--- config.mk ---
export PLATFORM = sky130hd
export DESIGN_NAME = sliding_window_average_unit
export DESIGN_NICKNAME = d
export VERILOG_FILES = /design/src/rtl/core/swa_pkg.sv /design/src/rtl/core/swa_front.sv /design/src/rtl/core/swa_queue.sv /design/src/rtl/core/swa_back.sv /design/src/rtl/core/sliding_window_average_unit.sv
export SDC_FILE = /design/constraint.sdc
export NUM_CORES = 1
export LEC_CHECK = 0
export ABC_CLOCK_PERIOD_IN_PS = 2850
export BUFFER_PORTS_ARGS = -buffer_cell sky130_fd_sc_hd__buf_2
export CORE_MARGIN = 2
export CORE_UTILIZATION = 25
export CTS_CLUSTER_DIAMETER = 100
export CTS_CLUSTER_SIZE = 25
export DETAILED_ROUTE_END_ITERATION = 8
export SYNTH_ARGS = -nofsm -noshare
export SYNTH_HDL_FRONTEND = slang
export SYNTH_SLANG_ARGS = --single-unit
--- constraint.sdc ---
create_clock -name clock -period 2.85 [get_ports clock]
set_input_delay 0.57 -clock clock [delete_from_list [all_inputs] [get_ports clock]]
set_output_delay 0.57 -clock clock [all_outputs]
set_load 0.05 [all_outputs]
--- src/rtl/core/swa_pkg.sv ---
// Shared types and constants for the sliding window average unit.
// No dependencies; imported by every module under rtl/core.
`default_nettype none

package swa_pkg;

   // Fixed field widths of the request and response channels
   localparam int SAMPLE_W = 12;
   localparam int AVG_W    = 12;
   localparam int COUNT_W  = 5;

   // Defaults for the top-level parameters
   localparam int DEF_WINDOW_DEPTH = 16;
   localparam int DEF_SAMPLE_BITS  = 12;

   // Entries in the queue between front and back end
   localparam int QUEUE_DEPTH = 2;

   // Command codes
   localparam logic CMD_ADD   = 1'b0;
   localparam logic CMD_CLEAR = 1'b1;

   typedef struct packed {
      logic                command;
      logic [SAMPLE_W-1:0] sample;
   } req_type;

   typedef struct packed {
      logic [AVG_W-1:0]   average;
      logic [COUNT_W-1:0] sample_count;
      logic               window_full;
   } rsp_type;

   // Queue status seen by the front and back end
   typedef struct packed {
      logic valid;
      logic full;
   } qstat_type;

endpackage

`default_nettype wire

--- src/rtl/core/swa_front.sv ---
// Front end: takes requests, classifies add/clear, trims the sample.
// Depends on swa_pkg; feeds swa_queue.
`default_nettype none

module swa_front
   import swa_pkg::*;
#(
   parameter int SAMPLE_BITS = DEF_SAMPLE_BITS
) (
   input  wire logic                 clock,
   input  wire logic                 reset,
   input  wire logic                 req_valid,
   output logic                      req_stall,
   input  wire req_type              req_data,
   input  wire qstat_type            q_stat,
   output logic                      q_push,
   output logic [SAMPLE_BITS:0]      q_entry
);

   logic                   hold_valid_ff, hold_valid_in;
   logic [SAMPLE_BITS:0]   hold_entry_ff;
   logic [SAMPLE_BITS-1:0] smp;
   logic                   accept;

   // sample bits above SAMPLE_BITS are dropped; a narrower sample is zero-extended
   generate
      if (SAMPLE_BITS <= SAMPLE_W) begin : g_trim
         assign smp = req_data.sample[SAMPLE_BITS-1:0];
      end else begin : g_ext
         assign smp = {{(SAMPLE_BITS-SAMPLE_W){1'b0}}, req_data.sample};
      end
   endgenerate

   assign req_stall = hold_valid_ff && q_stat.full;
   assign accept    = req_valid && !req_stall;
   assign q_push    = hold_valid_ff && !q_stat.full;
   assign q_entry   = hold_entry_ff;

   always_comb begin
      hold_valid_in = hold_valid_ff;
      if (accept) begin
         hold_valid_in = 1'b1;
      end else if (q_push) begin
         hold_valid_in = 1'b0;
      end
   end

   always_ff @(posedge clock) begin
      if (reset) begin
         hold_valid_ff <= 1'b0;
      end else begin
         hold_valid_ff <= hold_valid_in;
      end
   end

   // top bit flags a clear; sample is don't-care then
   always_ff @(posedge clock) begin
      if (accept) begin
         hold_entry_ff <= {(req_data.command == CMD_CLEAR), smp};
      end
   end

endmodule

`default_nettype wire

--- src/rtl/core/swa_queue.sv ---
// Short FIFO decoupling the front end from the back end.
// Depends on swa_pkg for QUEUE_DEPTH and the status struct.
`default_nettype none

module swa_queue
   import swa_pkg::*;
#(
   parameter int DATA_W = DEF_SAMPLE_BITS + 1
) (
   input  wire logic              clock,
   input  wire logic              reset,
   input  wire logic              push,
   input  wire logic [DATA_W-1:0] push_data,
   input  wire logic              pop,
   output qstat_type              stat,
   output logic [DATA_W-1:0]      pop_data
);

   localparam int PTR_W = (QUEUE_DEPTH > 1) ? $clog2(QUEUE_DEPTH) : 1;
   localparam int CNT_W = $clog2(QUEUE_DEPTH + 1);

   logic [DATA_W-1:0] slot_ff [QUEUE_DEPTH];
   logic [PTR_W-1:0]  wr_ptr_ff, wr_ptr_in;
   logic [PTR_W-1:0]  rd_ptr_ff, rd_ptr_in;
   logic [CNT_W-1:0]  count_ff, count_in;
   logic              do_push, do_pop;

   assign stat.valid = (count_ff != '0);
   assign stat.full  = (count_ff == CNT_W'(QUEUE_DEPTH));
   assign pop_data   = slot_ff[rd_ptr_ff];
   assign do_push    = push && !stat.full;
   assign do_pop     = pop && stat.valid;

   always_comb begin
      wr_ptr_in = wr_ptr_ff;
      rd_ptr_in = rd_ptr_ff;
      count_in  = count_ff;
      if (do_push) begin
         wr_ptr_in = (wr_ptr_ff == PTR_W'(QUEUE_DEPTH - 1)) ? '0 : wr_ptr_ff + 1'b1;
      end
      if (do_pop) begin
         rd_ptr_in = (rd_ptr_ff == PTR_W'(QUEUE_DEPTH - 1)) ? '0 : rd_ptr_ff + 1'b1;
      end
      if (do_push && !do_pop) begin
         count_in = count_ff + 1'b1;
      end else if (do_pop && !do_push) begin
         count_in = count_ff - 1'b1;
      end
   end

   always_ff @(posedge clock) begin
      if (reset) begin
         wr_ptr_ff <= '0;
         rd_ptr_ff <= '0;
         count_ff  <= '0;
      end else begin
         wr_ptr_ff <= wr_ptr_in;
         rd_ptr_ff <= rd_ptr_in;
         count_ff  <= count_in;
      end
   end

   always_ff @(posedge clock) begin
      if (do_push) begin
         slot_ff[wr_ptr_ff] <= push_data;
      end
   end

endmodule

`default_nettype wire

--- src/rtl/core/swa_back.sv ---
// Back end: ring buffer, running sum, fill count and a bit-serial divider.
// Depends on swa_pkg; pops entries from swa_queue, drives the response port.
`default_nettype none

module swa_back
   import swa_pkg::*;
#(
   parameter int WINDOW_DEPTH = DEF_WINDOW_DEPTH,
   parameter int SAMPLE_BITS  = DEF_SAMPLE_BITS
) (
   input  wire logic               clock,
   input  wire logic               reset,
   input  wire qstat_type          q_stat,
   input  wire logic [SAMPLE_BITS:0] q_entry,
   output logic                    q_pop,
   output logic                    rsp_valid,
   input  wire logic               rsp_stall,
   output rsp_type                 rsp_data
);

   localparam int SUM_W  = SAMPLE_BITS + $clog2(WINDOW_DEPTH);
   localparam int CNT_W  = $clog2(WINDOW_DEPTH + 1);
   localparam int PTR_W  = (WINDOW_DEPTH > 1) ? $clog2(WINDOW_DEPTH) : 1;
   localparam int STEP_W = $clog2(SUM_W + 1);

   localparam logic [1:0] ST_IDLE   = 2'd0;
   localparam logic [1:0] ST_UPDATE = 2'd1;
   localparam logic [1:0] ST_DIV    = 2'd2;
   localparam logic [1:0] ST_DONE   = 2'd3;

   logic [SAMPLE_BITS-1:0] ring_mem [WINDOW_DEPTH];

   logic [1:0]             st_ff, st_in;
   logic [SUM_W-1:0]       sum_ff, sum_in;
   logic [PTR_W-1:0]       wp_ff, wp_in;
   logic [CNT_W-1:0]       cnt_ff, cnt_in;
   logic                   full_ff, full_in;
   logic [SAMPLE_BITS-1:0] smp_ff, smp_in;
   logic [SAMPLE_BITS-1:0] rd_ff;
   logic [SUM_W-1:0]       quot_ff, quot_in;
   logic [CNT_W-1:0]       rem_ff, rem_in;
   logic [CNT_W-1:0]       div_ff, div_in;
   logic [STEP_W-1:0]      step_ff, step_in;
   logic                   rsp_valid_ff, rsp_valid_in;
   rsp_type                rsp_ff, rsp_in;

   logic                   ring_we;
   logic [SUM_W-1:0]       old_ext, new_ext, new_sum;
   logic [CNT_W-1:0]       cnt_inc;
   logic [CNT_W:0]         rem_sh, rem_diff;

   assign rsp_valid = rsp_valid_ff;
   assign rsp_data  = rsp_ff;

   assign old_ext  = full_ff ? SUM_W'(rd_ff) : '0;
   assign new_ext  = SUM_W'(smp_ff);
   assign new_sum  = sum_ff - old_ext + new_ext;
   assign cnt_inc  = cnt_ff + 1'b1;

   // one restoring step: shift in next dividend bit, subtract if it fits
   assign rem_sh   = {rem_ff, quot_ff[SUM_W-1]};
   assign rem_diff = rem_sh - {1'b0, div_ff};

   always_comb begin
      st_in        = st_ff;
      sum_in       = sum_ff;
      wp_in        = wp_ff;
      cnt_in       = cnt_ff;
      full_in      = full_ff;
      smp_in       = smp_ff;
      quot_in      = quot_ff;
      rem_in       = rem_ff;
      div_in       = div_ff;
      step_in      = step_ff;
      rsp_in       = rsp_ff;
      rsp_valid_in = rsp_valid_ff && rsp_stall;
      q_pop        = 1'b0;
      ring_we      = 1'b0;
      case (st_ff)
         ST_IDLE: begin
            if (q_stat.valid) begin
               q_pop = 1'b1;
               if (q_entry[SAMPLE_BITS]) begin
                  sum_in  = '0;
                  wp_in   = '0;
                  cnt_in  = '0;
                  full_in = 1'b0;
                  quot_in = '0;
                  st_in   = ST_DONE;
               end else begin
                  smp_in = q_entry[SAMPLE_BITS-1:0];
                  st_in  = ST_UPDATE;
               end
            end
         end
         ST_UPDATE: begin
            ring_we = 1'b1;
            sum_in  = new_sum;
            wp_in   = (wp_ff == PTR_W'(WINDOW_DEPTH - 1)) ? '0 : wp_ff + 1'b1;
            if (!full_ff) begin
               if (cnt_inc >= CNT_W'(WINDOW_DEPTH)) begin
                  cnt_in  = CNT_W'(WINDOW_DEPTH);
                  full_in = 1'b1;
               end else begin
                  cnt_in = cnt_inc;
               end
            end
            quot_in = new_sum;
            rem_in  = '0;
            div_in  = full_ff ? cnt_ff : cnt_inc;
            step_in = STEP_W'(SUM_W);
            st_in   = ST_DIV;
         end
         ST_DIV: begin
            if (!rem_diff[CNT_W]) begin
               rem_in  = rem_diff[CNT_W-1:0];
               quot_in = SUM_W'({quot_ff, 1'b1});
            end else begin
               rem_in  = rem_sh[CNT_W-1:0];
               quot_in = SUM_W'({quot_ff, 1'b0});
            end
            step_in = step_ff - 1'b1;
            if (step_ff == STEP_W'(1)) begin
               st_in = ST_DONE;
            end
         end
         ST_DONE: begin
            if (!rsp_valid_ff || !rsp_stall) begin
               rsp_in.average      = AVG_W'(quot_ff);
               rsp_in.sample_count = COUNT_W'(cnt_ff);
               rsp_in.window_full  = full_ff;
               rsp_valid_in        = 1'b1;
               st_in               = ST_IDLE;
            end
         end
         default: begin
            st_in = ST_IDLE;
         end
      endcase
   end

   always_ff @(posedge clock) begin
      if (reset) begin
         st_ff        <= ST_IDLE;
         sum_ff       <= '0;
         wp_ff        <= '0;
         cnt_ff       <= '0;
         full_ff      <= 1'b0;
         rsp_valid_ff <= 1'b0;
      end else begin
         st_ff        <= st_in;
         sum_ff       <= sum_in;
         wp_ff        <= wp_in;
         cnt_ff       <= cnt_in;
         full_ff      <= full_in;
         rsp_valid_ff <= rsp_valid_in;
      end
   end

   always_ff @(posedge clock) begin
      smp_ff  <= smp_in;
      quot_ff <= quot_in;
      rem_ff  <= rem_in;
      div_ff  <= div_in;
      step_ff <= step_in;
      rsp_ff  <= rsp_in;
   end

   // ring: one write port, registered read at the write pointer
   always_ff @(posedge clock) begin
      if (ring_we) begin
         ring_mem[wp_ff] <= smp_ff;
      end
      rd_ff <= ring_mem[wp_ff];
   end

endmodule

`default_nettype wire

--- src/rtl/core/sliding_window_average_unit.sv ---
// Sliding window (boxcar) average. An add pops, updates the ring and sum, then
// divides the SUM_W-bit sum (SUM_W = SAMPLE_BITS + clog2(WINDOW_DEPTH), 16 at
// defaults) one quotient bit per cycle; a clear skips both. The response register
// takes the result once free, and the back end pops no new request until then.
// Synchronous active-high reset empties the window; the ring is not cleared and
// needs no clearing pass, as it is read only once every entry is written.
`default_nettype none

module sliding_window_average_unit
   import swa_pkg::*;
#(
   parameter int WINDOW_DEPTH = DEF_WINDOW_DEPTH,
   parameter int SAMPLE_BITS  = DEF_SAMPLE_BITS
) (
   input  wire logic    clock,
   input  wire logic    reset,
   input  wire logic    req_valid,
   output logic         req_stall,
   input  wire req_type req_data,
   output logic         rsp_valid,
   input  wire logic    rsp_stall,
   output rsp_type      rsp_data
);

   // Front end: a single holding register for one request, add/clear flag in the top
   // bit of the queue entry, sample trimmed to SAMPLE_BITS.
   qstat_type              q_stat;
   logic                   q_push;
   logic                   q_pop;
   logic [SAMPLE_BITS:0]   q_push_data;
   logic [SAMPLE_BITS:0]   q_pop_data;

   swa_front #(
      .SAMPLE_BITS (SAMPLE_BITS)
   ) u_front (
      .clock     (clock),
      .reset     (reset),
      .req_valid (req_valid),
      .req_stall (req_stall),
      .req_data  (req_data),
      .q_stat    (q_stat),
      .q_push    (q_push),
      .q_entry   (q_push_data)
   );

   // Short queue: lets the front keep taking requests while the divider runs
   swa_queue #(
      .DATA_W (SAMPLE_BITS + 1)
   ) u_queue (
      .clock     (clock),
      .reset     (reset),
      .push      (q_push),
      .push_data (q_push_data),
      .pop       (q_pop),
      .stat      (q_stat),
      .pop_data  (q_pop_data)
   );

   // Back end: ring update, running sum, fill count, divide, response register.
   // The response register lets the next request start while one waits.
   swa_back #(
      .WINDOW_DEPTH (WINDOW_DEPTH),
      .SAMPLE_BITS  (SAMPLE_BITS)
   ) u_back (
      .clock     (clock),
      .reset     (reset),
      .q_stat    (q_stat),
      .q_entry   (q_pop_data),
      .q_pop     (q_pop),
      .rsp_valid (rsp_valid),
      .rsp_stall (rsp_stall),
      .rsp_data  (rsp_data)
   );

   // A full window always reports the saturated count
   a_full_count: assert property (@(posedge clock) disable iff (reset)
      rsp_valid && rsp_data.window_full |->
         rsp_data.sample_count == COUNT_W'(WINDOW_DEPTH))
      else $error("full window with wrong sample count");

   // An empty window reports a zero average
   a_empty_avg: assert property (@(posedge clock) disable iff (reset)
      rsp_valid && !rsp_data.window_full && rsp_data.sample_count == '0 |->
         rsp_data.average == '0)
      else $error("empty window with nonzero average");

   // The back end never pops an empty queue
   a_pop_valid: assert property (@(posedge clock) disable iff (reset)
      q_pop |-> q_stat.valid)
      else $error("pop from empty queue");

endmodule

`default_nettype wire

Word level (Yosys, flattened, before mapping)
Memories as Yosys holds them, arrays and structs flattened. A register that Yosys moved wholly into a read port is not among the register bits.
Cells that the tools add are included.
W data, S select, Z words.
- memories: 2
- flip-flop bits (word level): 108
- bits in writable memories: 218
- reductions and logical operators: 28
- magnitude comparators: 1
- equal/unequal tests: 11
- $add $sub $neg: 10
- bitwise gates (word level): 1
- multiplexer cells: 46
- memory list (name ; depth ; bits a word ; read ports ; clocked after memory_dff ; wr ports ; RTL line ; source):
    u_back.ring_mem ; 16 ; 12 ; 1 ; 1 ; 1 ; swa_back.sv:31 ; logic [SAMPLE_BITS-1:0] ring_mem [WINDOW_DEPTH];
    u_queue.slot_ff ; 2 ; 13 ; 1 ; 1 ; 1 ; swa_queue.sv:22 ; logic [DATA_W-1:0] slot_ff [QUEUE_DEPTH];
- operator list (operator ; number):
    $pmux W16 S3 ; 1
    $mux W16 ; 2
    $pmux W16 S2 ; 1
    $mux W5 ; 6
    $pmux W5 S2 ; 3
    $mux W1 ; 20
    $add A16 B12 Y16 ; 1
    $sub A16 B16 Y16 ; 1
    $mux W12 ; 1
    $mux W2 ; 6
    $mux W4 ; 3
    $reduce_and A3 Y1 ; 4
    $reduce_bool A2 Y1 ; 5
    $logic_and A1 B1 Y1 ; 8
    $pmux W2 S4 ; 1
    $pmux W4 S2 ; 1
    $eq A2 B2 Y1 const B ; 3
    $logic_not A1 Y1 ; 6
    $ne A2 B2 Y1 const B ; 3
    $sub A6 B5 Y6 ; 1
    $add A5 B1 Y5 const B ; 1
    $eq A5 B1 Y1 const B ; 1
    $ge A5 B5 Y1 const B ; 1
    $sub A5 B1 Y5 const B ; 1
    14 further kinds ; 16

Longest topological paths before layout
Gate-level depths: netlist (run 1).
- depth in word-level cells: 8
- mapped depth: 14
- gate-level depth less buffers: 13

By module
From an unflattened synthesis (run 1), not the netlist that was laid out.
- cells, all modules: 908
- area, all modules: 14551.5 sq um
- modules (own cells, without submodules) (module ; cells an instance ; instances ; area each (sq um)):
    swa_back ; 824 ; 1 ; 12953.7
    swa_queue ; 65 ; 1 ; 1152.4
    swa_front ; 19 ; 1 ; 445.4

Worst setup path before layout (run 1)
OpenSTA, ideal clock, no wires.
- path type: register to register
- start: register u_back.full_ff
- end: register u_back.quot_ff[15], data pin
- path buffers: 2
- cell stages (with the launch flop): 14
- data arrival time: 2.966 ns
- data required time: 2.697 ns
- setup slack: -0.269 ns
- cells stage by stage: dfxtp_1 > clkbuf_1 > clkbuf_1 > and2_1 > fa_1 > inv_1 > ha_1 > a21oi_1 > nand2_1 > o21a_1 > a31o_2 > a31oi_1 > xnor3_1 > o21ai_0
- word-level cells in the longest chain between the ends: 4
- ends and longest elaborated chain (item ; RTL line ; source):
    from (decl) ; swa_back.sv:37 ; logic full_ff, full_in;
    from (signal assigned) ; swa_back.sv:155 ; full_ff <= full_in;
    $mux W12 ; swa_back.sv:55 ; assign old_ext = full_ff ? SUM_W'(rd_ff) : '0;
    $sub A16 B16 Y16 ; swa_back.sv:57 ; assign new_sum = sum_ff - old_ext + new_ext;
    $add A16 B12 Y16 ; swa_back.sv:57 ;
    $pmux W16 S3 ; swa_back.sv:79 ; case (st_ff)
    via u_back.quot_in[15] ; swa_back.sv:40 ; logic [SUM_W-1:0] quot_ff, quot_in;
    to (signal assigned) ; swa_back.sv:162 ; quot_ff <= quot_in;
    to (decl) ; swa_back.sv:40 ;
The timed path passes the listed nets, and every way through them passes these cells.
A chain may end at the register's enable or synchronous reset.

Final worst setup path (run 1)
- start: register u_back.full_ff
- end: register u_back.quot_ff[8], data pin
Same word-level chain as after synthesis.

==> results.rst, run 1 <==
.. list-table::
   :header-rows: 1

   * - Metric
     - Value
   * - Run status
     - finished clean
   * - First-pass GRT wire length
     - approximately 45000 µm
   * - Post-placement setup slack
     - -70.13 ps
   * - Via-to-Cell Ratio
     - 4.240
   * - Max-cap violations
     - 0
   * - Origin of the critical flop-to-flop path
     - u_back.full_ff$_SDFFE_PP0P_
   * - Dominant combinational cell family by area after synthesis
     - multiplexers
   * - Dpl hpwl
     - about 20000 µm
   * - Post-route DRC violation count
     - 0
   * - Critical path, cell by cell
     - and2_4 -> fa_1 -> buf_4 -> fa_2 -> nor2b_2 -> o21ai_2 -> a21oi_2 -> nor2_2 -> o21a_1 -> xnor2_2 -> a32o_1
   * - Count of unique library cells instantiated by Yosys
     - 55
   * - Final global-route overflow total
     - 0
   * - Die height
     - 241.6 µm
   * - Area contributors post-synth
     - sky130_fd_sc_hd__edfxtp_1 (62%), sky130_fd_sc_hd__mux4_2 (9.6%), sky130_fd_sc_hd__dfxtp_1 (6.7%)
   * - Leakage
     - about 5.5 nW
   * - Via count of the first global-routing pass
     - a little under 8000
   * - Source-to-sink clock delay at the later pin of the worst-skew pair
     - 530 ps
   * - Critical Path Start
     - u_back.full_ff$_SDFFE_PP0P_
   * - Antenna diode count
     - 0
   * - Number of violations reported at the end of detailed-routing iteration 0
     - between 500 and 600
   * - Top achievable clock speed
     - roughly 0.36 GHz
   * - Number of top-level pins
     - 37
   * - DR vias
     - roughly 7500
   * - Share of the core filled with cells
     - just under 30%
   * - Initial Utilization
     - 25.17%
   * - Simple-gate share of the synthesized area
     - under 10%
   * - Min-Delay Path Class
     - in -> reg
   * - Router iterations before antenna repair
     - 4
   * - Deepest clock path buffer count
     - 3
   * - Critical Path AT
     - 3070 ps
   * - Number of cells on the worst hold path
     - 1
   * - Die width
     - 241.6 µm
   * - Power dissipated by switching net loads
     - 0.004416 W
   * - Largest net degree at the start of global routing
     - 39
   * - Number of nets with antenna violations after detailed routing
     - 0
   * - Post-synth net total
     - between 900 and 1000
   * - Final sum of negative setup slack
     - 0 ps
   * - Final hold violation count
     - 0
   * - Clk pin slew, worst setup/hold paths
     - 100 ps
   * - Worst Skew
     - between 20 and 25 ps
   * - Crit share post-route
     - about 98%
   * - Number of antenna violations at the first check in global routing
     - 0
   * - Xor and xnor area share after synthesis
     - under 10%
   * - Clk sink count
     - roughly 340
   * - Endpoint of the worst hold-timing path
     - u_front.q_entry[11]$_DFFE_PP_
   * - Fraction of post-synthesis cell area in the top cell type by area
     - about 62%
   * - Register share of total power
     - between 40% and 50%
   * - Final worst-path setup slack
     - approximately 59 ps
   * - Post-layout total power
     - 0.01384 W
   * - CTS tree
     - yes
   * - RD Place Congestion
     - a little over 0.8
   * - Count of mapped cells out of synthesis
     - slightly below 900
   * - Synthesized-area fraction occupied by adder cells
     - under 10%
   * - Fraction of power spent switching nets
     - approximately a third
   * - Primary flip-flop cell chosen by synthesis mapping
     - sky130_fd_sc_hd__edfxtp_1
   * - Count of buffers from port buffering
     - 36
   * - Total CTS buffers
     - 17
   * - Number of rows in the core area
     - 87
   * - Yosys synthesis warning count
     - 0
   * - Seq/Total Area, Yosys
     - between 60 and 70%
   * - Mean instance size in the synthesized netlist
     - between 15 and 20 µm²
   * - Area fraction in compound gates after synthesis
     - under 10%
   * - Combined area of all synthesized cells
     - ~14000 µm²
   * - Global Route Usage Sum
     - a little under a tenth
   * - Critical path startpoint category
     - flop
   * - WS Path Type
     - reg -> reg
   * - Maximum level of the CTS H-tree
     - 1
   * - Cell with the largest stage delay on the worst path
     - sky130_fd_sc_hd__fa_1
   * - Net count of the finished layout
     - about 1100
   * - Cell depth of the worst flop-to-flop path
     - 11
   * - Total placed instance area
     - ~16000 µm²
   * - Max-Slew Margin vs Limit
     - ~18%
   * - Post-synthesis mux area share
     - ~11%
   * - Core Box Area
     - about 56000 µm²
   * - Endpoint of the worst-slack reg-to-reg timing path
     - u_back.quot_ff[8]$_DFFE_PP_
   * - Setup violations, final
     - 0
   * - Worst Path Max Fanout
     - 5
   * - Transition time of the tightest slew-check pin
     - about 1200 ps
   * - CTS Root Cell
     - sky130_fd_sc_hd__clkbuf_16
   * - Total length of routed wires
     - ~28000 µm
   * - Design Area, Final
     - between 15000 and 20000 µm²
   * - Largest stage delay on the critical path
     - ~510 ps
   * - Clk pwr share
     - around a fifth
   * - Count of flip-flops with a built-in enable after synthesis
     - 292
   * - Full die area
     - about 58000 µm²
   * - Reg-to-reg setup timing slack
     - approximately 59 ps
   * - Setup repair after global routing missed its margin
     - yes
   * - Internal power component
     - 0.009426 W
   * - IR drop worst, VDD
     - 0.5173 mV
   * - Critical path capture point type
     - flop
   * - Cell accounting for the most synthesized area
     - sky130_fd_sc_hd__edfxtp_1
   * - Routed length per instance
     - between 15 and 20 µm
   * - Fraction of layout instances using a drive strength above 1
     - 27.11%
   * - Combinational share of power
     - about a third
   * - Asr flop ratio synth
     - 0%
   * - Final max-slew violation count
     - 0
   * - Min Tclk post-route
     - 2791 ps
   * - Required time reported for the critical path endpoint
     - 3130 ps
   * - Cell with the most instances after synthesis
     - sky130_fd_sc_hd__edfxtp_1
   * - Pwr/cell area
     - 834.3 nW/µm²
   * - Leading post-synthesis cells by instance count
     - sky130_fd_sc_hd__edfxtp_1 (292), sky130_fd_sc_hd__nor2_1 (71), sky130_fd_sc_hd__inv_1 (69)
   * - Seq cells post-synth
     - 339
   * - HP Start
     - req_data[11]
   * - P&R area growth vs syn
     - 17.59%
## routing by layer
layer | routed length, µm | vias to the layer above | track usage (%)
li1 | - | 3514 | -
met3 | 1011 | 25 | 1.077
met1 | 12480 | 3814 | 12.46
met2 | 14100 | 123 | 16.93
met4 | 458 | 0 | 2.466
met5 | 0 | - | 0
## critical path: cells and delay by family, from the launching register on
family / cells / cell delay, ps
buffers and inverters: 1 / 160
adders and majority gates: 2 / 860
AOI/OAI and AO/OA: 4 / 710
xor gates and xnor gates: 1 / 150
and+or+nand+nor: 3 / 340
DFF: 1 / 350
## metrics by stage
step / hold WS [ps] / std cells
final: 221.6 / 1763
after floorplan: 406.4 / 886
after CTS: 196.2 / 1760
after detailed placement: 434.3 / 1728
after global routing: 198.8 / 1763
after global placement: 422.2 / 1728
## placed cells by master, fill, tap and decap left out, drive strengths merged, types with 10 or more instances in the layout
master / n
nand2: 50
edfxtp: 292
o21ai: 33
xor2: 12
mux2: 14
a21oi: 32
xnor2: 13
mux4: 60
dfxtp: 47
clkbuf: 27
buf: 122
inv: 70
ha: 33
and2: 12
nor2: 71
fa: 13
nand3: 10
## sequential cells by signal, indices dropped and copies added, names as in the netlist, 2 cells and up, named ones only
name              count
u_back.cnt_ff         5
u_back.div_ff         5
u_back.quot_ff       16
u_back.rd_ff         12
u_back.rem_ff         5
u_back.ring_mem     192
u_back.rsp_data      18
u_back.smp_ff        12
u_back.st_ff          2
u_back.step_ff        5
u_back.sum_ff        16
u_back.wp_ff          4
u_front.q_entry      13
u_queue.count_ff      2
u_queue.slot_ff      26
## final cells by class
| type | instances | area [µm²] |
|---|---|---|
| well taps | 756 | 945.9 |
| clock inverters | 3 | 22.52 |
| inverters | 72 | 270.3 |
| repair buffers | 122 | 863.3 |
| flip-flops and latches | 339 | 9716 |
| fillers | 5542 | 39470 |
| clock buffers | 27 | 473.0 |
| multi-input cells | 444 | 4300 |
## worst max-delay path by stage
stage,end
floorplan,u_back.quot_ff[15]$_DFFE_PP_
global placement,u_back.quot_ff[14]$_DFFE_PP_
detailed placement,u_back.quot_ff[13]$_DFFE_PP_
CTS,u_back.quot_ff[14]$_DFFE_PP_
global route,u_back.quot_ff[15]$_DFFE_PP_
finish,u_back.quot_ff[8]$_DFFE_PP_
## cells by family after synthesis
group                    Yosys count
flip-flops                       339
AND/OR/NAND/NOR                  185
buffers and inverters            103
adder cells (fa/ha/maj)           46
multiplexers                      79
AO/OA/AOI/OAI                    108
XOR/XNOR                          26
## power groups by stage
stage,registers [W],logic [W],clock network (W)
4_1_cts,0.00653,0.00452,0.00277
3_3_place_gp,0.00662,0.00430,0
2_1_floorplan,0.00661,0.00290,0
6_report,0.00652,0.00465,0.00267
5_1_grt,0.00658,0.00514,0.00294
3_5_place_dp,0.00664,0.00435,0
## repair_timing
action,in CTS,in global routing
gates resized for setup,15,39
setup endpoints to repair,8,19
hold buffers,0,0
setup buffers,2,3
pin swaps,7,32
gates cloned,0,0
Power figures use the tool's default switching activity.
==> run 2, diff against run 1 <==
--- a/config.mk
+++ b/config.mk
@@ -5,13 +5,14 @@
 export SDC_FILE = /design/constraint.sdc
 export NUM_CORES = 1
 export LEC_CHECK = 0
-export ABC_CLOCK_PERIOD_IN_PS = 2850
+export ABC_CLOCK_PERIOD_IN_PS = 3080
 export BUFFER_PORTS_ARGS = -buffer_cell sky130_fd_sc_hd__buf_2
 export CORE_MARGIN = 2
 export CORE_UTILIZATION = 25
 export CTS_CLUSTER_DIAMETER = 100
 export CTS_CLUSTER_SIZE = 25
 export DETAILED_ROUTE_END_ITERATION = 8
+export SKIP_LAST_GASP = 1
 export SYNTH_ARGS = -nofsm -noshare
 export SYNTH_HDL_FRONTEND = slang
 export SYNTH_SLANG_ARGS = --single-unit
==> constraint.sdc (replaced) <==
create_clock -name clock -period 3.08 [get_ports clock]
set_input_delay 0.616 -clock clock [delete_from_list [all_inputs] [get_ports clock]]
set_output_delay 0.616 -clock clock [all_outputs]
set_load 0.05 [all_outputs]
==> run 2 against run 1 <==
Against the previous run:
- combinational power shrank 15%
- sequential power shrank 7.7%
- global-route usage is essentially flat
- final cell count shrank 0.62%
- first-iteration DRC count shrank 1.4%
- via count grew 0.20%
- non-clock buffer count shrank 13
==> results.rst, run 2 (synthesized netlist as in run 1, its figures left out) <==
.. list-table::
   :header-rows: 1

   * - Metric
     - Value
   * - Critical path startpoint category
     - flop
   * - Pwr/cell area
     - roughly 770 nW/µm²
   * - Critical path capture point type
     - flop
   * - P&R area growth vs syn
     - 15.87%
   * - Via count of the first global-routing pass
     - about 8000
   * - Transition time of the tightest slew-check pin
     - around 750 ps
   * - Max-cap violations
     - 0
   * - Clk pwr share
     - about a fifth
   * - Fraction of power spent switching nets
     - 31.87%
   * - Net count of the finished layout
     - 1047
   * - Fraction of layout instances using a drive strength above 1
     - a little under a quarter
   * - Critical path, cell by cell
     - buf_4 -> and2_1 -> fa_1 -> inv_1 -> ha_1 -> a21oi_2 -> nand2_1 -> or3_4 -> a31oi_4 -> xor2_1 -> o21ai_1
   * - Worst Path Max Fanout
     - 7
   * - Largest stage delay on the critical path
     - about 530 ps
   * - Full die area
     - approximately 58000 µm²
   * - CTS Root Cell
     - sky130_fd_sc_hd__clkbuf_16
   * - WS Path Type
     - reg -> reg
   * - Commonest non-fill, non-tap cell in the layout
     - sky130_fd_sc_hd__edfxtp_1
   * - Die width
     - about 240 µm
   * - Maximum level of the CTS H-tree
     - 1
   * - Crit share post-route
     - 94.12%
   * - RD Place Congestion
     - slightly below 0.8
   * - First-pass GRT wire length
     - ~44000 µm
   * - Initial Utilization
     - between 20% and 30%
   * - Router iterations before antenna repair
     - 4
   * - Register with the most flip-flops
     - u_back.ring_mem
   * - Via-to-Cell Ratio
     - 4.276
   * - Post-placement setup slack
     - -13.01 ps
   * - Max-Slew Margin vs Limit
     - between 50% and 60%
   * - Post-Route Hold Slack
     - about 260 ps
   * - Share of the core filled with cells
     - slightly below 30%
   * - Total length of routed wires
     - 28290 µm
   * - Final hold violation count
     - 0
   * - Number of top-level pins
     - 37
   * - Design Area, Final
     - ~16000 µm²
   * - Power dissipated by switching net loads
     - between 0.004 and 0.005 W
   * - Core Box Area
     - about 56000 µm²
   * - Combinational share of power
     - between 30% and 40%
   * - Routed length per instance
     - around 16 µm
   * - Endpoint of the worst-slack reg-to-reg timing path
     - u_back.quot_ff[12]$_DFFE_PP_
   * - IR drop worst, VDD
     - around 0.62 mV
   * - Largest net degree at the start of global routing
     - 50
   * - Origin of the critical flop-to-flop path
     - u_back.full_ff$_SDFFE_PP0P_
   * - Post-layout total power
     - roughly 0.013 W
   * - Clk sink count
     - 339
   * - Cell depth of the worst flop-to-flop path
     - 11
   * - Reg-to-reg setup timing slack
     - approximately 180 ps
   * - Global Route Usage Sum
     - about a tenth
   * - CTS tree
     - yes
   * - Die height
     - ~240 µm
   * - Commonest cells after routing, fill and taps aside
     - sky130_fd_sc_hd__edfxtp_1 (292), sky130_fd_sc_hd__nor2_1 (71), sky130_fd_sc_hd__buf_4 (71)
   * - Leakage
     - 5.462 nW
   * - HP Start
     - req_data[9]
   * - Required time reported for the critical path endpoint
     - around 3400 ps
   * - DR vias
     - around 7500
   * - Worst path bufs/invs
     - 2
   * - Worst Skew
     - between 20 and 30 ps
   * - Number of violations reported at the end of detailed-routing iteration 0
     - about 570
   * - Min Tclk post-route
     - ~2900 ps
   * - Post-route DRC violation count
     - 0
   * - Count of buffers from port buffering
     - 36
   * - Min-Delay Path Class
     - in -> reg
   * - Number of antenna violations at the first check in global routing
     - 0
   * - Antenna diode count
     - 0
   * - Flip-flop count of the largest register after layout
     - between 150 and 200
   * - Dpl hpwl
     - 19700 µm
   * - Number of nets with antenna violations after detailed routing
     - 0
   * - Internal power component
     - 0.008595 W
   * - Total placed instance area
     - ~16000 µm²
   * - Source-to-sink clock delay at the later pin of the worst-skew pair
     - about 530 ps
   * - Setup violations, final
     - 0
   * - Kind of cell adding the most delay to the critical path
     - adder cells
   * - Deepest clock path buffer count
     - 3
   * - Final worst-path setup slack
     - approximately 180 ps
   * - Run status
     - finished clean
   * - Endpoint of the worst hold-timing path
     - u_front.q_entry[9]$_DFFE_PP_
   * - Register share of total power
     - a little under half
   * - Top achievable clock speed
     - ~0.34 GHz
   * - Number of fill cells in the layout
     - roughly 5600
   * - Cell with the largest stage delay on the worst path
     - sky130_fd_sc_hd__fa_1
   * - Number of rows in the core area
     - just under 90
   * - Final global-route overflow total
     - 0
   * - Total CTS buffers
     - 18
   * - Number of cells on the worst hold path
     - 1
   * - Final max-slew violation count
     - 0
   * - Critical Path AT
     - ~3200 ps
   * - Clk pin slew, worst setup/hold paths
     - 100 ps
run 2: cell types whose count changed in the layout (fill, tap and decap cells not counted), moves of 4 or more:
cell / previous run / this run
sky130_fd_sc_hd__ha_1: 22 / 31
sky130_fd_sc_hd__o21ai_0: 19 / 23
sky130_fd_sc_hd__inv_1: 65 / 69
sky130_fd_sc_hd__and2_1: 8 / 12
sky130_fd_sc_hd__buf_4: 83 / 71
sky130_fd_sc_hd__and2_4: 4 / 0
sky130_fd_sc_hd__inv_2: 4 / 0
sky130_fd_sc_hd__ha_4: 9 / 1
run 2: cell type report:
cell class	instances	area, µm²	share of cell area [%]
Clock buffer	27	505.5	3.092
Clock inverter	5	55.05	0.3368
Inverter	72	270.3	1.653
Multi-Input combinational cell	444	4099	25.07
Sequential cell	339	9718	59.45
Tap cell	756	945.9	5.786
Timing Repair Buffer	109	753.2	4.608
run 2: worst register-to-register path, cell delays in order (launching register included):
cell and delay (ps):
sky130_fd_sc_hd__dfxtp_4 370, sky130_fd_sc_hd__buf_4 150, sky130_fd_sc_hd__and2_1 150, sky130_fd_sc_hd__fa_1 530, sky130_fd_sc_hd__inv_1 40, sky130_fd_sc_hd__ha_1 330
sky130_fd_sc_hd__a21oi_2 150, sky130_fd_sc_hd__nand2_1 70, sky130_fd_sc_hd__or3_4 400, sky130_fd_sc_hd__a31oi_4 190, sky130_fd_sc_hd__xor2_1 190, sky130_fd_sc_hd__o21ai_1 70
run 2: how the worst max path moves through the flow:
stage,start,endpoint,cells past startpoint
after floorplan,u_back.full_ff$_SDFFE_PP0P_,u_back.quot_ff[15]$_DFFE_PP_,13
after global placement,u_back.full_ff$_SDFFE_PP0P_,u_back.quot_ff[12]$_DFFE_PP_,11
after detailed placement,u_back.smp_ff[1]$_DFFE_PP_,u_back.quot_ff[15]$_DFFE_PP_,11
after CTS,u_back.full_ff$_SDFFE_PP0P_,u_back.quot_ff[15]$_DFFE_PP_,11
after global routing,u_back.full_ff$_SDFFE_PP0P_,u_back.quot_ff[14]$_DFFE_PP_,11
final,u_back.full_ff$_SDFFE_PP0P_,u_back.quot_ff[12]$_DFFE_PP_,11
run 2: routing by layer:
metal / wire length (µm) / GRT usage [%] / share of wire, %
met5: 0 / 0 / 0
met4: 501 / 1.827 / 1.8
met3: 1049 / 1.077 / 3.7
met2: 13930 / 16.51 / 49
met1: 12810 / 13.06 / 45
run 2: stage by stage:
step                TNS (ps)  instances
finish                     0       1752
global route          -21.72       1752
CTS                        0       1752
detailed placement    -13.01       1719
global placement           0       1719
floorplan                  0        886
run 2: what timing repair did:
action	in CTS	in global routing
gates resized for setup	0	23
setup buffers	1	0
endpoints found under the setup margin	1	12
pin swaps	0	5
hold buffers	0	0
hold endpoints to repair	0	0
run 2: power groups by stage:
stage               combinational [W]  sequential (W)  clock (W)
CTS                           0.00387         0.00603    0.00273
global route                  0.00438         0.00609    0.00287
global placement              0.00380         0.00613          0
detailed placement            0.00385         0.00614          0
finish                        0.00396         0.00602    0.00264
floorplan                     0.00258         0.00612          0
==> run 3, diff against run 2 <==
--- a/config.mk
+++ b/config.mk
@@ -12,6 +12,7 @@
 export CTS_CLUSTER_DIAMETER = 100
 export CTS_CLUSTER_SIZE = 25
 export DETAILED_ROUTE_END_ITERATION = 8
+export PLACE_DENSITY = 0.37
 export SKIP_LAST_GASP = 1
 export SYNTH_ARGS = -nofsm -noshare
 export SYNTH_HDL_FRONTEND = slang
==> run 3 against run 2 <==
Against the previous run:
- die area unchanged
- cell area is essentially flat
- wire length is 14% higher
- sequential cell count did not move
- core utilization hardly changed
- sequential power about the same
- via count is 1.9% lower
- clock skew down 14 ps
- global-route usage rose by 1.5 points
- clock power is 2% higher
- worst setup slack got worse by 79 ps
==> results.rst, run 3 (synthesized netlist as in run 1, its figures left out) <==
.. list-table::
   :header-rows: 1

   * - Metric
     - Value
   * - Fraction of layout instances using a drive strength above 1
     - 23.18%
   * - Number of top-level pins
     - 37
   * - Final sum of negative setup slack
     - 0 ps
   * - Critical path startpoint category
     - flop
   * - Critical path capture point
     - u_back.quot_ff[14]$_DFFE_PP_
   * - Via count of the first global-routing pass
     - about 7800
   * - Post-route DRC violation count
     - 0
   * - P&R area growth vs syn
     - 15.98%
   * - Number of antenna violations at the first check in global routing
     - 0
   * - Die height
     - about 240 µm
   * - Die width
     - roughly 240 µm
   * - Global Route Usage Sum
     - 11.06%
   * - Reg-to-reg setup timing slack
     - 100 ps
   * - Full die area
     - around 60000 µm²
   * - Total placed instance area
     - roughly 16000 µm²
   * - DR vias
     - 7350
   * - WS Path Type
     - reg -> reg
   * - Top achievable clock speed
     - around 0.34 GHz
   * - Via-to-Cell Ratio
     - around 4.2
   * - Worst Skew
     - about 14 ps
   * - Routed length per instance
     - roughly 18 µm
   * - Final max-slew violation count
     - 0
   * - Commonest cells after routing, fill and taps aside
     - sky130_fd_sc_hd__edfxtp_1 (292), sky130_fd_sc_hd__buf_4 (76), sky130_fd_sc_hd__nor2_1 (71)
   * - IR drop worst, VDD
     - between 0.4 and 0.5 mV
   * - Run status
     - finished clean
   * - Net count of the finished layout
     - 1052
   * - Post-Route Hold Slack
     - between 200 and 300 ps
   * - Number of nets with antenna violations after detailed routing
     - 0
   * - Initial Utilization
     - roughly 25%
   * - CTS tree
     - yes
   * - Setup repair after global routing missed its margin
     - yes
   * - Worst Path Max Fanout
     - 7
   * - Transition time of the tightest slew-check pin
     - between 700 and 800 ps
   * - Min Tclk post-route
     - 2978 ps
   * - Final hold violation count
     - 0
   * - Leakage
     - approximately 5.5 nW
   * - Design Area, Final
     - approximately 16000 µm²
   * - Maximum level of the CTS H-tree
     - 1
   * - Count of buffers from port buffering
     - 36
   * - Largest net degree at the start of global routing
     - 30
   * - Number of violations reported at the end of detailed-routing iteration 0
     - ~430
   * - Post-layout total power
     - 0.01267 W
   * - Number of rows in the core area
     - 87
   * - RD Place Congestion
     - about 0.73
   * - Critical Path AT
     - 3250 ps
   * - Flip-flop count of the largest register after layout
     - ~190
   * - Commonest non-fill, non-tap cell in the layout
     - sky130_fd_sc_hd__edfxtp_1
   * - Final global-route overflow total
     - 0
   * - Router iterations before antenna repair
     - 5
   * - Cell depth of the worst flop-to-flop path
     - 11
   * - Max-Slew Margin vs Limit
     - 50.40%
   * - Clk pin slew, worst setup/hold paths
     - 100 ps
   * - Dpl hpwl
     - around 23000 µm
   * - Endpoint of the worst-slack reg-to-reg timing path
     - u_back.quot_ff[14]$_DFFE_PP_
   * - CTS Root Cell
     - sky130_fd_sc_hd__clkbuf_16
   * - Register with the most flip-flops
     - u_back.ring_mem
   * - Setup violations, final
     - 0
   * - Critical path capture point type
     - flop
   * - Source-to-sink clock delay at the later pin of the worst-skew pair
     - about 540 ps
   * - Pwr/cell area
     - 774.1 nW/µm²
   * - Min-Delay Path Class
     - in -> reg
   * - Clk sink count
     - 339
   * - Total length of routed wires
     - between 30000 and 40000 µm
   * - Crit share post-route
     - between 90% and 100%
   * - Core Box Area
     - between 50000 and 60000 µm²
   * - Deepest clock path buffer count
     - 3
   * - Critical Path Start
     - u_back.full_ff$_SDFFE_PP0P_
   * - Max-cap violations
     - 0
   * - Antenna diode count
     - 0
   * - Total CTS buffers
     - 18
   * - First-pass GRT wire length
     - between 40000 and 50000 µm
   * - Origin of the critical flop-to-flop path
     - u_back.full_ff$_SDFFE_PP0P_
   * - Required time reported for the critical path endpoint
     - around 3400 ps
run 3: report_power, final:
part / leakage [nW] / total, W / internal, W / switching, W
combinational: 2.17 / 0.00393 / 0.00167 / 0.00227
sequential: 3.05 / 0.00604 / 0.00573 / 0.000313
clock: 0.265 / 0.00269 / 0.00118 / 0.00151
total: 5.48 / 0.0127 / 0.00858 / 0.00409
run 3: worst max-delay path: stages, from the launching register on:
cell,delay [ps]
sky130_fd_sc_hd__dfxtp_2,360
sky130_fd_sc_hd__buf_4,160
sky130_fd_sc_hd__and2_1,150
sky130_fd_sc_hd__fa_1,530
sky130_fd_sc_hd__inv_1,40
sky130_fd_sc_hd__ha_1,310
sky130_fd_sc_hd__a21oi_2,170
sky130_fd_sc_hd__nand2_1,70
sky130_fd_sc_hd__or3_4,390
sky130_fd_sc_hd__a31oi_2,210
sky130_fd_sc_hd__xor2_1,200
sky130_fd_sc_hd__o21ai_0,100
run 3: worst min-delay path by stage:
stage	from	endpoint	slack, ps	depth (start not counted)
floorplan	u_back.cnt_ff[2]$_SDFFE_PP0P_	u_back.rsp_data[3]$_DFFE_PP_	410	0
global placement	u_front.q_entry[8]$_DFFE_PP_	u_queue.slot_ff[0][8]$_DFFE_PP_	430	0
detailed placement	u_front.q_entry[8]$_DFFE_PP_	u_queue.slot_ff[0][8]$_DFFE_PP_	430	0
CTS	req_data[12]	u_front.q_entry[12]$_DFFE_PP_	220	1
global route	req_data[2]	u_front.q_entry[2]$_DFFE_PP_	220	1
finish	req_data[7]	u_front.q_entry[7]$_DFFE_PP_	260	1
run 3: repair_timing:
action / CTS / global route
endpoints found under the setup margin: 1 / 13
gates cloned: 0 / 0
endpoints found under the hold margin: 0 / 0
buffers inserted: 0 / 2
pin swaps: 0 / 4
hold buffers: 0 / 0
resized for setup: 1 / 13
run 3: through the flow:
step,setup WS (ps),utilization (%),instances
after floorplan,39.60,-,886
after detailed placement,32.48,28.05,1723
after global routing,-62.51,29.19,1757
final,101.9,29.19,1757
after CTS,20.67,29.05,1755
after global placement,89.00,28.05,1723
run 3: metal layers:
layer	wire, µm	track usage [%]
met4	580	2.558
met5	0	0
met1	15420	15.39
met3	756	1.332
met2	15520	18.42
run 3: cell type report:
class	count	area, µm²
fill	5659	39700
sequential	339	9716
multi-input combinational	444	4086
tap	756	945.9
timing repair buffer	114	790.8
clock buffer	27	505.5
inverter	72	270.3
clock inverter	5	48.80
